<file path="src/rtl/adrc_pkg.sv">
// ----------------------------------------------------------------------------
// adrc_pkg
// Shared widths, constants and controller/datapath types for the compressor.
// ----------------------------------------------------------------------------
package adrc_pkg;

    localparam int SAMPLE_W = 16;
    localparam int ENV_W    = 16;
    localparam int THR_W    = 15;
    localparam int MAKEUP_W = 14;
    localparam int GAIN_W   = 15;
    localparam int TSET_W   = 10;
    localparam int MSET_W   = 15;
    localparam int MIX_W    = 15;
    localparam int CFG_IDX_W = 2;
    localparam int CFG_DATA_W = 15;

    typedef logic [CFG_IDX_W-1:0] cfg_idx_t;

    localparam cfg_idx_t CFG_THRESHOLD = 2'd0;
    localparam cfg_idx_t CFG_MAKEUP    = 2'd1;
    localparam cfg_idx_t CFG_WET_MIX   = 2'd2;

    localparam int THR_SET_MAX   = 1000;
    localparam int MAKEUP_SET_MAX = 32000;
    localparam int MIX_MAX       = 32000;
    localparam int MIX_FULL      = 32767;

    localparam int THR_SET_RESET    = 420;
    localparam int MAKEUP_SET_RESET = 6000;
    localparam int MIX_RESET        = 32000;

    localparam int THR_BASE  = 2048;
    localparam int THR_SCALE = 22000 / 1000;
    localparam int THR_RESET = THR_BASE + THR_SET_RESET * THR_SCALE;

    // setting*8192/32000 done as a multiply by ceil(2^34/32000) and a shift;
    // the rounding error stays below one code over the clamped range
    localparam int MAKEUP_BASE  = 4096;
    localparam int MAKEUP_SHIFT = 21;
    localparam int MAKEUP_RECIP_W = 20;
    localparam longint unsigned MAKEUP_RECIP =
        ((64'd8192 << MAKEUP_SHIFT) + 64'd31999) / 64'd32000;
    localparam int MAKEUP_RESET = MAKEUP_BASE + (MAKEUP_SET_RESET * 8192) / 32000;

    localparam int GAIN_UNITY = 32767;
    localparam int GAIN_FRAC  = 15;
    localparam int MAKEUP_FRAC = 12;
    localparam int MIX_FRAC   = 15;
    localparam int DIV_STEPS  = GAIN_FRAC;

    typedef struct packed {
        logic capture;
        logic env_mul;
        logic env_upd;
        logic gain_init;
        logic div_step;
        logic mul_gain;
        logic mul_makeup;
        logic mul_dry;
        logic mac_wet;
        logic load_out;
    } adrc_cmd_t;

    typedef struct packed {
        logic above;
    } adrc_stat_t;

endpackage

</file>
<file path="src/rtl/adrc_if.sv">
// ----------------------------------------------------------------------------
// adrc_if
// Request channels of the compressor: dry samples, results, register writes.
// ----------------------------------------------------------------------------
interface adrc_sample_if
    import adrc_pkg::*;
    ();

    logic                       valid;
    logic                       ready;
    logic signed [SAMPLE_W-1:0] sample_in;
    logic                       last_in;

    modport source (output valid, sample_in, last_in, input ready);
    modport sink   (input valid, sample_in, last_in, output ready);

endinterface

interface adrc_result_if
    import adrc_pkg::*;
    ();

    logic                       valid;
    logic                       ready;
    logic signed [SAMPLE_W-1:0] sample_out;
    logic                       last_out;

    modport source (output valid, sample_out, last_out, input ready);
    modport sink   (input valid, sample_out, last_out, output ready);

endinterface

interface adrc_cfg_if
    import adrc_pkg::*;
    ();

    logic                  valid;
    logic                  ready;
    cfg_idx_t              index;
    logic [CFG_DATA_W-1:0] data;

    modport source (output valid, index, data, input ready);
    modport sink   (input valid, index, data, output ready);

endinterface

</file>
<file path="src/rtl/audio_dynamic_range_compressor.sv">
// ----------------------------------------------------------------------------
// audio_dynamic_range_compressor
// Feed-forward 4:1 compressor with peak envelope, makeup gain and dry/wet mix.
// One signed 16-bit sample goes in per request and one saturated sample comes
// out, carrying its last flag. The next sample is accepted only once the
// previous result has been loaded into the output register; above the
// threshold the sample also passes the 15 iterations of the restoring gain
// divider. A finished result waits in the output register while the next
// sample is taken. Register writes are accepted on every cycle and belong
// between samples, once the last result has been delivered.
// ----------------------------------------------------------------------------
module audio_dynamic_range_compressor
    import adrc_pkg::*;
#(
    parameter int ATTACK_DIVISOR  = 8,
    parameter int RELEASE_DIVISOR = 128
)
(
    input logic          clk,
    input logic          rst_n,
    adrc_sample_if.sink  sample_ch,
    adrc_result_if.source result_ch,
    adrc_cfg_if.sink     cfg_ch
);

    adrc_cmd_t  cmd;
    adrc_stat_t stat;

    assign cfg_ch.ready = 1'b1;

    adrc_ctrl u_ctrl (
        .clk       (clk),
        .rst_n     (rst_n),
        .in_valid  (sample_ch.valid),
        .in_ready  (sample_ch.ready),
        .out_valid (result_ch.valid),
        .out_ready (result_ch.ready),
        .cmd       (cmd),
        .stat      (stat)
    );

    adrc_datapath #(
        .ATTACK_DIVISOR  (ATTACK_DIVISOR),
        .RELEASE_DIVISOR (RELEASE_DIVISOR)
    ) u_dp (
        .clk        (clk),
        .rst_n      (rst_n),
        .cfg_we     (cfg_ch.valid),
        .cfg_index  (cfg_ch.index),
        .cfg_data   (cfg_ch.data),
        .sample_in  (sample_ch.sample_in),
        .last_in    (sample_ch.last_in),
        .sample_out (result_ch.sample_out),
        .last_out   (result_ch.last_out),
        .cmd        (cmd),
        .stat       (stat)
    );

    // only one datapath step per cycle
    a_cmd_exclusive: assert property (@(posedge clk) disable iff (!rst_n)
        $onehot0(cmd))
        else $error("more than one datapath command active");

    a_capture_on_accept: assert property (@(posedge clk) disable iff (!rst_n)
        cmd.capture == (sample_ch.valid && sample_ch.ready))
        else $error("sample capture out of step with request acceptance");

    a_one_in_flight: assert property (@(posedge clk) disable iff (!rst_n)
        (sample_ch.valid && sample_ch.ready) |=> !sample_ch.ready)
        else $error("second sample accepted while one is in progress");

    // never overwrite a result that has not been taken
    a_load_when_free: assert property (@(posedge clk) disable iff (!rst_n)
        cmd.load_out |-> (!result_ch.valid || result_ch.ready))
        else $error("output register loaded over a pending result");

endmodule

</file>
<file path="src/rtl/adrc_datapath.sv">
// ----------------------------------------------------------------------------
// adrc_datapath
// Registers, envelope follower, restoring gain divider and mix multipliers.
// ----------------------------------------------------------------------------
module adrc_datapath
    import adrc_pkg::*;
#(
    parameter int ATTACK_DIVISOR  = 8,
    parameter int RELEASE_DIVISOR = 128
)
(
    input  logic                       clk,
    input  logic                       rst_n,
    input  logic                       cfg_we,
    input  cfg_idx_t                   cfg_index,
    input  logic [CFG_DATA_W-1:0]      cfg_data,
    input  logic signed [SAMPLE_W-1:0] sample_in,
    input  logic                       last_in,
    output logic signed [SAMPLE_W-1:0] sample_out,
    output logic                       last_out,
    input  adrc_cmd_t                  cmd,
    output adrc_stat_t                 stat
);

    // delta/D as delta*ceil(2^(16+l)/D) >> (16+l), l = clog2(D): exact for 16-bit delta
    localparam int ATK_SH  = ENV_W + $clog2(ATTACK_DIVISOR);
    localparam int REL_SH  = ENV_W + $clog2(RELEASE_DIVISOR);
    localparam int RECIP_W = ENV_W + 1;
    localparam int PROD_W  = ENV_W + RECIP_W;
    localparam logic [RECIP_W-1:0] ATK_RECIP = RECIP_W'(
        ((64'd1 << ATK_SH) + 64'(ATTACK_DIVISOR) - 64'd1) / 64'(ATTACK_DIVISOR));
    localparam logic [RECIP_W-1:0] REL_RECIP = RECIP_W'(
        ((64'd1 << REL_SH) + 64'(RELEASE_DIVISOR) - 64'd1) / 64'(RELEASE_DIVISOR));

    localparam int WET1_W = SAMPLE_W;
    localparam int WET2_W = SAMPLE_W + 2;
    localparam int ACC_W  = 2 * SAMPLE_W - 1;
    localparam int PWET_W = WET2_W + MIX_W + 1;
    localparam int SUM_W  = PWET_W + 1;
    localparam int RES_W  = SUM_W - MIX_FRAC;
    localparam int PMK_W  = WET1_W + MAKEUP_W + 1;

    // configuration
    logic [TSET_W-1:0]   thr_set_reg, thr_set_next;
    logic [MSET_W-1:0]   mk_set_reg, mk_set_next;
    logic [MIX_W-1:0]    mix_set_reg, mix_set_next;
    logic [THR_W-1:0]    thr_reg, thr_next;
    logic [MAKEUP_W-1:0] makeup_reg, makeup_next;

    // per-sample datapath
    logic signed [SAMPLE_W-1:0] dry_reg, dry_next;
    logic                       last_reg, last_next;
    logic                       att_reg, att_next;
    logic                       rel_reg, rel_next;
    logic [PROD_W-1:0]          prod_reg, prod_next;
    logic [ENV_W-1:0]           env_reg, env_next;
    logic [ENV_W-1:0]           rem_reg, rem_next;
    logic [GAIN_W-1:0]          gain_reg, gain_next;
    logic signed [WET1_W-1:0]   wet1_reg, wet1_next;
    logic signed [WET2_W-1:0]   wet2_reg, wet2_next;
    logic signed [ACC_W-1:0]    acc_reg, acc_next;
    logic signed [SUM_W-1:0]    sum_reg, sum_next;
    logic signed [SAMPLE_W-1:0] out_sample_reg, out_sample_next;
    logic                       out_last_reg, out_last_next;

    logic [TSET_W-1:0]   thr_clamp;
    logic [MSET_W-1:0]   mk_clamp;
    logic [MIX_W-1:0]    mix_clamp;
    logic [MIX_W-1:0]    dry_weight;
    logic [MSET_W+MAKEUP_RECIP_W-1:0] mk_prod;

    logic [SAMPLE_W:0]   mag;
    logic [ENV_W-1:0]    level;
    logic [ENV_W-1:0]    delta;
    logic [PROD_W-1:0]   q_wide;
    logic [ENV_W-1:0]    step;
    logic                above;
    logic [ENV_W-1:0]    over;
    logic [ENV_W-1:0]    comp;
    logic [ENV_W:0]      trial;
    logic                fits;

    logic signed [2*SAMPLE_W-1:0]          p_gain;
    logic signed [PMK_W-1:0]               p_makeup;
    logic signed [2*SAMPLE_W-1:0]          p_dry;
    logic signed [PWET_W-1:0]              p_wet;
    logic signed [RES_W-1:0]               res;

    // derived register values
    always_comb
    begin
        thr_clamp  = (thr_set_reg > TSET_W'(THR_SET_MAX)) ? TSET_W'(THR_SET_MAX) : thr_set_reg;
        mk_clamp   = (mk_set_reg > MSET_W'(MAKEUP_SET_MAX)) ? MSET_W'(MAKEUP_SET_MAX)
                                                             : mk_set_reg;
        mix_clamp  = (mix_set_reg > MIX_W'(MIX_MAX)) ? MIX_W'(MIX_MAX) : mix_set_reg;
        dry_weight = MIX_W'(MIX_FULL) - mix_clamp;
        mk_prod    = (MSET_W+MAKEUP_RECIP_W)'(mk_clamp)
                   * (MSET_W+MAKEUP_RECIP_W)'(MAKEUP_RECIP);
        thr_next    = THR_W'(THR_BASE) + THR_W'(THR_W'(thr_clamp) * THR_W'(THR_SCALE));
        makeup_next = MAKEUP_W'(MAKEUP_BASE)
                    + mk_prod[MSET_W+MAKEUP_RECIP_W-1 -: MAKEUP_W];
    end

    always_comb
    begin
        thr_set_next = thr_set_reg;
        mk_set_next  = mk_set_reg;
        mix_set_next = mix_set_reg;
        if (cfg_we)
        begin
            case (cfg_index)
                CFG_THRESHOLD: thr_set_next = cfg_data[TSET_W-1:0];
                CFG_MAKEUP:    mk_set_next  = cfg_data[MSET_W-1:0];
                CFG_WET_MIX:   mix_set_next = cfg_data[MIX_W-1:0];
                default:       ;
            endcase
        end
    end

    // envelope and gain arithmetic
    always_comb
    begin
        mag   = dry_reg[SAMPLE_W-1] ? (SAMPLE_W+1)'(0) - {dry_reg[SAMPLE_W-1], dry_reg}
                                    : {dry_reg[SAMPLE_W-1], dry_reg};
        level = mag[ENV_W-1:0];
        delta = (level > env_reg) ? level - env_reg : env_reg - level;

        q_wide = att_reg ? (prod_reg >> ATK_SH) : (prod_reg >> REL_SH);
        step   = (q_wide[ENV_W-1:0] == '0) ? ENV_W'(1) : q_wide[ENV_W-1:0];

        above = env_reg > {1'b0, thr_reg};
        over  = env_reg - {1'b0, thr_reg};
        comp  = {1'b0, thr_reg} + {2'b00, over[ENV_W-1:2]};

        trial = {rem_reg, 1'b0};
        fits  = trial >= {1'b0, env_reg};

        p_gain   = (2*SAMPLE_W)'(dry_reg) * (2*SAMPLE_W)'($signed({1'b0, gain_reg}));
        p_makeup = PMK_W'(wet1_reg) * PMK_W'($signed({1'b0, makeup_reg}));
        p_dry    = (2*SAMPLE_W)'(dry_reg) * (2*SAMPLE_W)'($signed({1'b0, dry_weight}));
        p_wet    = PWET_W'(wet2_reg) * PWET_W'($signed({1'b0, mix_clamp}));
        res      = sum_reg[SUM_W-1:MIX_FRAC];
    end

    assign stat.above = above;

    always_comb
    begin
        dry_next        = dry_reg;
        last_next       = last_reg;
        att_next        = att_reg;
        rel_next        = rel_reg;
        prod_next       = prod_reg;
        env_next        = env_reg;
        rem_next        = rem_reg;
        gain_next       = gain_reg;
        wet1_next       = wet1_reg;
        wet2_next       = wet2_reg;
        acc_next        = acc_reg;
        sum_next        = sum_reg;
        out_sample_next = out_sample_reg;
        out_last_next   = out_last_reg;

        if (cmd.capture)
        begin
            dry_next  = sample_in;
            last_next = last_in;
        end
        if (cmd.env_mul)
        begin
            att_next  = level > env_reg;
            rel_next  = level < env_reg;
            prod_next = PROD_W'(delta)
                      * PROD_W'((level > env_reg) ? ATK_RECIP : REL_RECIP);
        end
        if (cmd.env_upd)
        begin
            if (att_reg)
                env_next = env_reg + step;
            else if (rel_reg)
                env_next = env_reg - step;
        end
        if (cmd.gain_init)
        begin
            rem_next  = comp;
            gain_next = above ? '0 : GAIN_W'(GAIN_UNITY);
        end
        if (cmd.div_step)
        begin
            // one quotient bit of (comp << 15) / envelope
            rem_next  = fits ? ENV_W'(trial - {1'b0, env_reg}) : trial[ENV_W-1:0];
            gain_next = {gain_reg[GAIN_W-2:0], fits};
        end
        if (cmd.mul_gain)
            wet1_next = p_gain[GAIN_FRAC+WET1_W-1:GAIN_FRAC];
        if (cmd.mul_makeup)
            wet2_next = p_makeup[MAKEUP_FRAC+WET2_W-1:MAKEUP_FRAC];
        if (cmd.mul_dry)
            acc_next = p_dry[ACC_W-1:0];
        if (cmd.mac_wet)
            sum_next = SUM_W'(acc_reg) + SUM_W'(p_wet);
        if (cmd.load_out)
        begin
            if (res > RES_W'(signed'(MIX_FULL)))
                out_sample_next = SAMPLE_W'(signed'(MIX_FULL));
            else if (res < -RES_W'(signed'(MIX_FULL + 1)))
                out_sample_next = {1'b1, {(SAMPLE_W-1){1'b0}}};
            else
                out_sample_next = res[SAMPLE_W-1:0];
            out_last_next = last_reg;
        end
    end

    always_ff @(posedge clk or negedge rst_n)
    begin
        if (!rst_n)
        begin
            thr_set_reg <= TSET_W'(THR_SET_RESET);
            mk_set_reg  <= MSET_W'(MAKEUP_SET_RESET);
            mix_set_reg <= MIX_W'(MIX_RESET);
            thr_reg     <= THR_W'(THR_RESET);
            makeup_reg  <= MAKEUP_W'(MAKEUP_RESET);
            env_reg     <= '0;
        end
        else
        begin
            thr_set_reg <= thr_set_next;
            mk_set_reg  <= mk_set_next;
            mix_set_reg <= mix_set_next;
            thr_reg     <= thr_next;
            makeup_reg  <= makeup_next;
            env_reg     <= env_next;
        end
    end

    always_ff @(posedge clk)
    begin
        dry_reg        <= dry_next;
        last_reg       <= last_next;
        att_reg        <= att_next;
        rel_reg        <= rel_next;
        prod_reg       <= prod_next;
        rem_reg        <= rem_next;
        gain_reg       <= gain_next;
        wet1_reg       <= wet1_next;
        wet2_reg       <= wet2_next;
        acc_reg        <= acc_next;
        sum_reg        <= sum_next;
        out_sample_reg <= out_sample_next;
        out_last_reg   <= out_last_next;
    end

    assign sample_out = out_sample_reg;
    assign last_out   = out_last_reg;

endmodule

</file>
<file path="src/rtl/adrc_ctrl.sv">
// ----------------------------------------------------------------------------
// adrc_ctrl
// Sequencer for one sample: envelope, gain division (above the threshold only), multiplies, output.
// ----------------------------------------------------------------------------
module adrc_ctrl
    import adrc_pkg::*;
(
    input  logic       clk,
    input  logic       rst_n,
    input  logic       in_valid,
    output logic       in_ready,
    output logic       out_valid,
    input  logic       out_ready,
    output adrc_cmd_t  cmd,
    input  adrc_stat_t stat
);

    localparam int ST_W = 4;
    localparam logic [ST_W-1:0] ST_IDLE       = 4'd0;
    localparam logic [ST_W-1:0] ST_ENV_MUL    = 4'd1;
    localparam logic [ST_W-1:0] ST_ENV_UPD    = 4'd2;
    localparam logic [ST_W-1:0] ST_GAIN       = 4'd3;
    localparam logic [ST_W-1:0] ST_DIV        = 4'd4;
    localparam logic [ST_W-1:0] ST_MUL_GAIN   = 4'd5;
    localparam logic [ST_W-1:0] ST_MUL_MAKEUP = 4'd6;
    localparam logic [ST_W-1:0] ST_MUL_DRY    = 4'd7;
    localparam logic [ST_W-1:0] ST_MAC_WET    = 4'd8;
    localparam logic [ST_W-1:0] ST_FINISH     = 4'd9;

    localparam int CNT_W = $clog2(DIV_STEPS);

    logic [ST_W-1:0]  state_reg, state_next;
    logic [CNT_W-1:0] cnt_reg, cnt_next;
    logic             out_valid_reg, out_valid_next;
    logic             out_free;

    assign out_free = !out_valid_reg || out_ready;

    always_comb
    begin
        state_next = state_reg;
        cnt_next   = cnt_reg;
        cmd        = '0;
        in_ready   = 1'b0;

        case (state_reg)
            ST_IDLE:
            begin
                in_ready = 1'b1;
                if (in_valid)
                begin
                    cmd.capture = 1'b1;
                    state_next  = ST_ENV_MUL;
                end
            end
            ST_ENV_MUL:
            begin
                cmd.env_mul = 1'b1;
                state_next  = ST_ENV_UPD;
            end
            ST_ENV_UPD:
            begin
                cmd.env_upd = 1'b1;
                state_next  = ST_GAIN;
            end
            ST_GAIN:
            begin
                cmd.gain_init = 1'b1;
                cnt_next      = '0;
                state_next    = stat.above ? ST_DIV : ST_MUL_GAIN;
            end
            ST_DIV:
            begin
                cmd.div_step = 1'b1;
                cnt_next     = cnt_reg + CNT_W'(1);
                if (cnt_reg == CNT_W'(DIV_STEPS - 1))
                    state_next = ST_MUL_GAIN;
            end
            ST_MUL_GAIN:
            begin
                cmd.mul_gain = 1'b1;
                state_next   = ST_MUL_MAKEUP;
            end
            ST_MUL_MAKEUP:
            begin
                cmd.mul_makeup = 1'b1;
                state_next     = ST_MUL_DRY;
            end
            ST_MUL_DRY:
            begin
                cmd.mul_dry = 1'b1;
                state_next  = ST_MAC_WET;
            end
            ST_MAC_WET:
            begin
                cmd.mac_wet = 1'b1;
                state_next  = ST_FINISH;
            end
            ST_FINISH:
            begin
                // wait here while the previous result is still unclaimed
                if (out_free)
                begin
                    cmd.load_out = 1'b1;
                    state_next   = ST_IDLE;
                end
            end
            default:
            begin
                state_next = ST_IDLE;
            end
        endcase
    end

    always_comb
    begin
        out_valid_next = out_valid_reg;
        if (cmd.load_out)
            out_valid_next = 1'b1;
        else if (out_ready)
            out_valid_next = 1'b0;
    end

    always_ff @(posedge clk or negedge rst_n)
    begin
        if (!rst_n)
        begin
            state_reg     <= ST_IDLE;
            cnt_reg       <= '0;
            out_valid_reg <= 1'b0;
        end
        else
        begin
            state_reg     <= state_next;
            cnt_reg       <= cnt_next;
            out_valid_reg <= out_valid_next;
        end
    end

    assign out_valid = out_valid_reg;

endmodule

</file>
<file path="src/flat_wrapper.sv">
// flat-port wrapper written by rule: the top's interface ports become plain ports
module audio_dynamic_range_compressor_flat import adrc_pkg::*;
#(
    parameter int ATTACK_DIVISOR  = 8,
    parameter int RELEASE_DIVISOR = 128
)
  (clk, rst_n, sample_ch_valid, sample_ch_sample_in, sample_ch_last_in, sample_ch_ready, result_ch_valid, result_ch_sample_out, result_ch_last_out, result_ch_ready, cfg_ch_valid, cfg_ch_index, cfg_ch_data, cfg_ch_ready);
  adrc_sample_if sample_ch_i ();
  adrc_result_if result_ch_i ();
  adrc_cfg_if cfg_ch_i ();
  input logic clk;
  input logic rst_n;
  input wire logic [$bits(sample_ch_i.valid)-1:0] sample_ch_valid;
  input wire logic [$bits(sample_ch_i.sample_in)-1:0] sample_ch_sample_in;
  input wire logic [$bits(sample_ch_i.last_in)-1:0] sample_ch_last_in;
  output wire logic [$bits(sample_ch_i.ready)-1:0] sample_ch_ready;
  output wire logic [$bits(result_ch_i.valid)-1:0] result_ch_valid;
  output wire logic [$bits(result_ch_i.sample_out)-1:0] result_ch_sample_out;
  output wire logic [$bits(result_ch_i.last_out)-1:0] result_ch_last_out;
  input wire logic [$bits(result_ch_i.ready)-1:0] result_ch_ready;
  input wire logic [$bits(cfg_ch_i.valid)-1:0] cfg_ch_valid;
  input wire logic [$bits(cfg_ch_i.index)-1:0] cfg_ch_index;
  input wire logic [$bits(cfg_ch_i.data)-1:0] cfg_ch_data;
  output wire logic [$bits(cfg_ch_i.ready)-1:0] cfg_ch_ready;
  assign sample_ch_i.valid = sample_ch_valid;
  assign sample_ch_i.sample_in = sample_ch_sample_in;
  assign sample_ch_i.last_in = sample_ch_last_in;
  assign sample_ch_ready = sample_ch_i.ready;
  assign result_ch_valid = result_ch_i.valid;
  assign result_ch_sample_out = result_ch_i.sample_out;
  assign result_ch_last_out = result_ch_i.last_out;
  assign result_ch_i.ready = result_ch_ready;
  assign cfg_ch_i.valid = cfg_ch_valid;
  assign cfg_ch_i.index = cfg_ch_index;
  assign cfg_ch_i.data = cfg_ch_data;
  assign cfg_ch_ready = cfg_ch_i.ready;
  audio_dynamic_range_compressor #(.ATTACK_DIVISOR(ATTACK_DIVISOR), .RELEASE_DIVISOR(RELEASE_DIVISOR)) u_core (.clk(clk), .rst_n(rst_n), .sample_ch(sample_ch_i), .result_ch(result_ch_i), .cfg_ch(cfg_ch_i));
endmodule
</file>
<file path="config.mk">
export PLATFORM = sky130hd
export DESIGN_NAME = audio_dynamic_range_compressor_flat
export DESIGN_NICKNAME = d
export VERILOG_FILES = /design/src/rtl/adrc_pkg.sv /design/src/rtl/adrc_if.sv /design/src/rtl/audio_dynamic_range_compressor.sv /design/src/rtl/adrc_datapath.sv /design/src/rtl/adrc_ctrl.sv /design/src/flat_wrapper.sv
export SDC_FILE = /design/constraint.sdc
export NUM_CORES = 2
export LEC_CHECK = 0
export BUFFER_PORTS_ARGS = -buffer_cell sky130_fd_sc_hd__buf_2
export CORE_UTILIZATION = 50
export CTS_CLUSTER_DIAMETER = 50
export CTS_CLUSTER_SIZE = 30
export DETAILED_ROUTE_END_ITERATION = 16
export PLACE_DENSITY = 0.65
export REMOVE_ABC_BUFFERS = 1
export SYNTH_ARGS = -nofsm -noshare
export SYNTH_HDL_FRONTEND = slang
export SYNTH_SLANG_ARGS = --single-unit
</file>
<file path="constraint.sdc">
create_clock -name clk -period 10.2 [get_ports clk]
set_input_delay 1.53 -clock clk [delete_from_list [all_inputs] [get_ports clk]]
set_output_delay 1.53 -clock clk [all_outputs]
set_load 0.03 [all_outputs]
</file>
==> qor.txt <==
outcome - finished clean
DRC Markers - 0
placed cell count - 7,029
vias in the first global route - 40,375
Synth Flop Type - edfxtp_1
core area - 0.109 mm^2
Worst-Skew Late Latency - 0.64 ns
global route overflow - 0
number of synthesized register bits - 258
total number of vias - 37,261
fin util - 0.532
final setup vio count - 0
Metal-1 WL - 54,000 um
Arr. time, crit path - 9.36 ns
met2 WL - 62,400 um
crit start category - flip-flop
most frequent cells in the layout - 1,409 x inv_1, 1,066 x fa_1, 587 x nand2_1
drt first pass iters - 5
initial antenna violation count - 8
fmax - 111 MHz
crit end category - flip-flop
Top Layer Used - met4
CP max FO - 49
Max H-tree Level - 2
FILL cells - 9,965
site row count - 121
Async S/R FF share, synth - 0.360
max reg flops - 31
postcts setup bufs - 0
die area - 0.111 mm^2
antenna viol nets, final - 0
hold path depth - 0
root buf cell - clkbuf_16
fin crit period - 8.99 ns
area grow syn2layout - 5.59%
first-pass GRT wire length - 211,000 um
commonest non-fill, non-tap cell in the layout - inv_1
Final Hold Fails - 0
Sink Count - 258
crit path kind - flip-flop to flip-flop
Max Cap Viol - 0
WHS - 0.418 ns
Hold Path Sink - u_core.u_dp.last_out
TNS Setup - 0 ns
max-slew violations - 0
crit share post-route - 0.881
Post-synth EDFFs - 165
CTS clk-pin slew, worst paths - 0.06 ns
Final HPWL DP - 104,000 um
reg-to-reg critical path startpoint - u_core.u_dp.mix_set_reg[10]
Max Root-Sink Buffers - 3
Post-CTS Hold Fix Bufs - 0
Final nets - 7,331
Total GRT Usage - 0.240
RD Place Congestion - 0.879
met3 routed WL - 7080 um
overall die width - 333 um
min-delay src - u_core.u_dp.last_reg
Reg2Reg Capture Point - u_core.u_dp.sum_reg[34]
Worst Hold Class - flip-flop to flip-flop
post-cts resize count - 0
Worst EP required - 10.57 ns
Distinct cells, synth - 81
WL/cell - 17.9 um
Max-slew headroom - 0.234
# port buffers - 57
final WL - 127,000 um
die span in y - 333 um
boundary pin count - 59
clk_skew - 0.0498 ns
CTS tree - done
Vias per Instance - 5.24
share of layout cells above drive strength 1 - 0.0488
Inserted Clock Buffers - 43
post-synthesis cell area - 0.0548 mm^2
post-synthesis sequential area ratio - 0.134
Syn Area/Cell - 9.55 um^2
Worst Tran Pin Value - 1.14 ns
RSZ-0062 raised after global routing - no
largest net degree at the start of global routing - 69
synthesized netlist cell count - 5,734
Syn. warnings - 0
drt initial violations - 1,837
reg2reg path depth - 26
final cell count without fillers - 7,110
reg2reg setup slack - 1.21 ns
Initial Utilization - 0.504
## synth_stat cells (10+ instances only)
cell | n | share of area
a211oi_1 | 13 | 0.0018
a21boi_0 | 12 | 0.0016
a21o_1 | 58 | 0.0080
a21oi_1 | 131 | 0.012
a31oi_1 | 10 | 0.0011
and2_1 | 352 | 0.040
and3_1 | 81 | 0.0093
clkbuf_1 | 207 | 0.014
dfrtp_1 | 68 | 0.031
dfstp_2 | 25 | 0.012
edfxtp_1 | 165 | 0.090
fa_1 | 1066 | 0.39
ha_1 | 566 | 0.13
inv_1 | 1409 | 0.097
mux2_2 | 45 | 0.0093
mux2i_1 | 14 | 0.0026
nand2_1 | 587 | 0.040
nand2b_1 | 68 | 0.0078
nand3_1 | 27 | 0.0025
nand4_1 | 22 | 0.0025
nor2_1 | 148 | 0.010
nor2b_1 | 63 | 0.0072
nor3_1 | 46 | 0.0042
o21a_1 | 52 | 0.0071
o21ai_0 | 116 | 0.011
o21bai_1 | 17 | 0.0023
o31ai_1 | 10 | 0.0014
or2_2 | 12 | 0.0014
or3_1 | 17 | 0.0019
xnor2_1 | 140 | 0.022
xor2_1 | 56 | 0.0090
## critical path, stage by stage (launching register included)
cell and delay, ns:
dfstp_2 1.09, and3_1 0.28, nand3_1 0.15, or2_2 0.59, buf_4 0.34, nand2b_1 0.67
nand2_1 0.18, fa_1 0.55, inv_1 0.05, fa_1 0.40, fa_1 0.50, inv_1 0.06
fa_1 0.55, fa_1 0.44, fa_1 0.50, inv_1 0.04, ha_1 0.33, a21o_1 0.18
a21oi_1 0.21, nor3b_1 0.26, o211a_1 0.25, nor3_1 0.10, o2111ai_1 0.33, o211ai_1 0.18
a31oi_1 0.28, o21bai_1 0.11, xnor2_1 0.13
## layout make-up
| cell class | instances | area, um^2 | share of cell area |
|---|---|---|---|
| sequential | 258 | 7310 | 0.126 |
| antenna | 1 | 2.50 | 0.0000433 |
| clock inverter | 28 | 348 | 0.00602 |
| inverter | 1411 | 5300 | 0.0916 |
| tap | 1414 | 1770 | 0.0306 |
| clock buffer | 52 | 1150 | 0.0199 |
| multi-input combinational | 3852 | 41400 | 0.716 |
| timing repair buffer | 94 | 566 | 0.00978 |
## stage by stage
| step | area, um^2 | worst slack [ns] |
|---|---|---|
| floorplan | 53900 | 2.52 |
| global placement | 56300 | 1.44 |
| detailed placement | 56300 | 1.21 |
| CTS | 57800 | 1.21 |
| global route | 57800 | 0.717 |
| finish | 57800 | 1.21 |
## layer usage
layer,GRT usage,vias up
met1,0.311,18835
met3,0.0346,210
met5,0,-
met2,0.415,940
met4,0.0726,0
li1,-,17276
## how the worst max path moves through the flow
| stage | from | to |
|---|---|---|
| after detailed placement | u_core.u_dp.mix_set_reg[10] | u_core.u_dp.sum_reg[34] |
| after CTS | u_core.u_dp.mix_set_reg[10] | u_core.u_dp.sum_reg[34] |
| after floorplan | u_core.u_dp.mix_set_reg[10] | u_core.u_dp.acc_reg[30] |
| after global routing | u_core.u_dp.mix_set_reg[10] | u_core.u_dp.sum_reg[34] |
| after global placement | u_core.u_dp.mix_set_reg[10] | u_core.u_dp.sum_reg[34] |
| final | u_core.u_dp.mix_set_reg[10] | u_core.u_dp.sum_reg[34] |
## kinds of logic (layout without fill, tap and decap cells)
logic type               count (synthesis)  in the layout  synth area share
AO/OA/AOI/OAI                          503            503            0.0599
XOR/XNOR                               196            196            0.0314
flip-flops                             258            258             0.134
other                                    1              2         0.0000685
adder cells (fa/ha/maj)               1633           1633             0.519
AND/OR/NAND/NOR                       1460           1460             0.133
buffers and inverters                 1624           1585             0.111
multiplexers                            59             59            0.0118
Power is left out: the tool's default activity adds up to more than one toggle a clock period on the data nets, which glitch-free logic cannot reach.
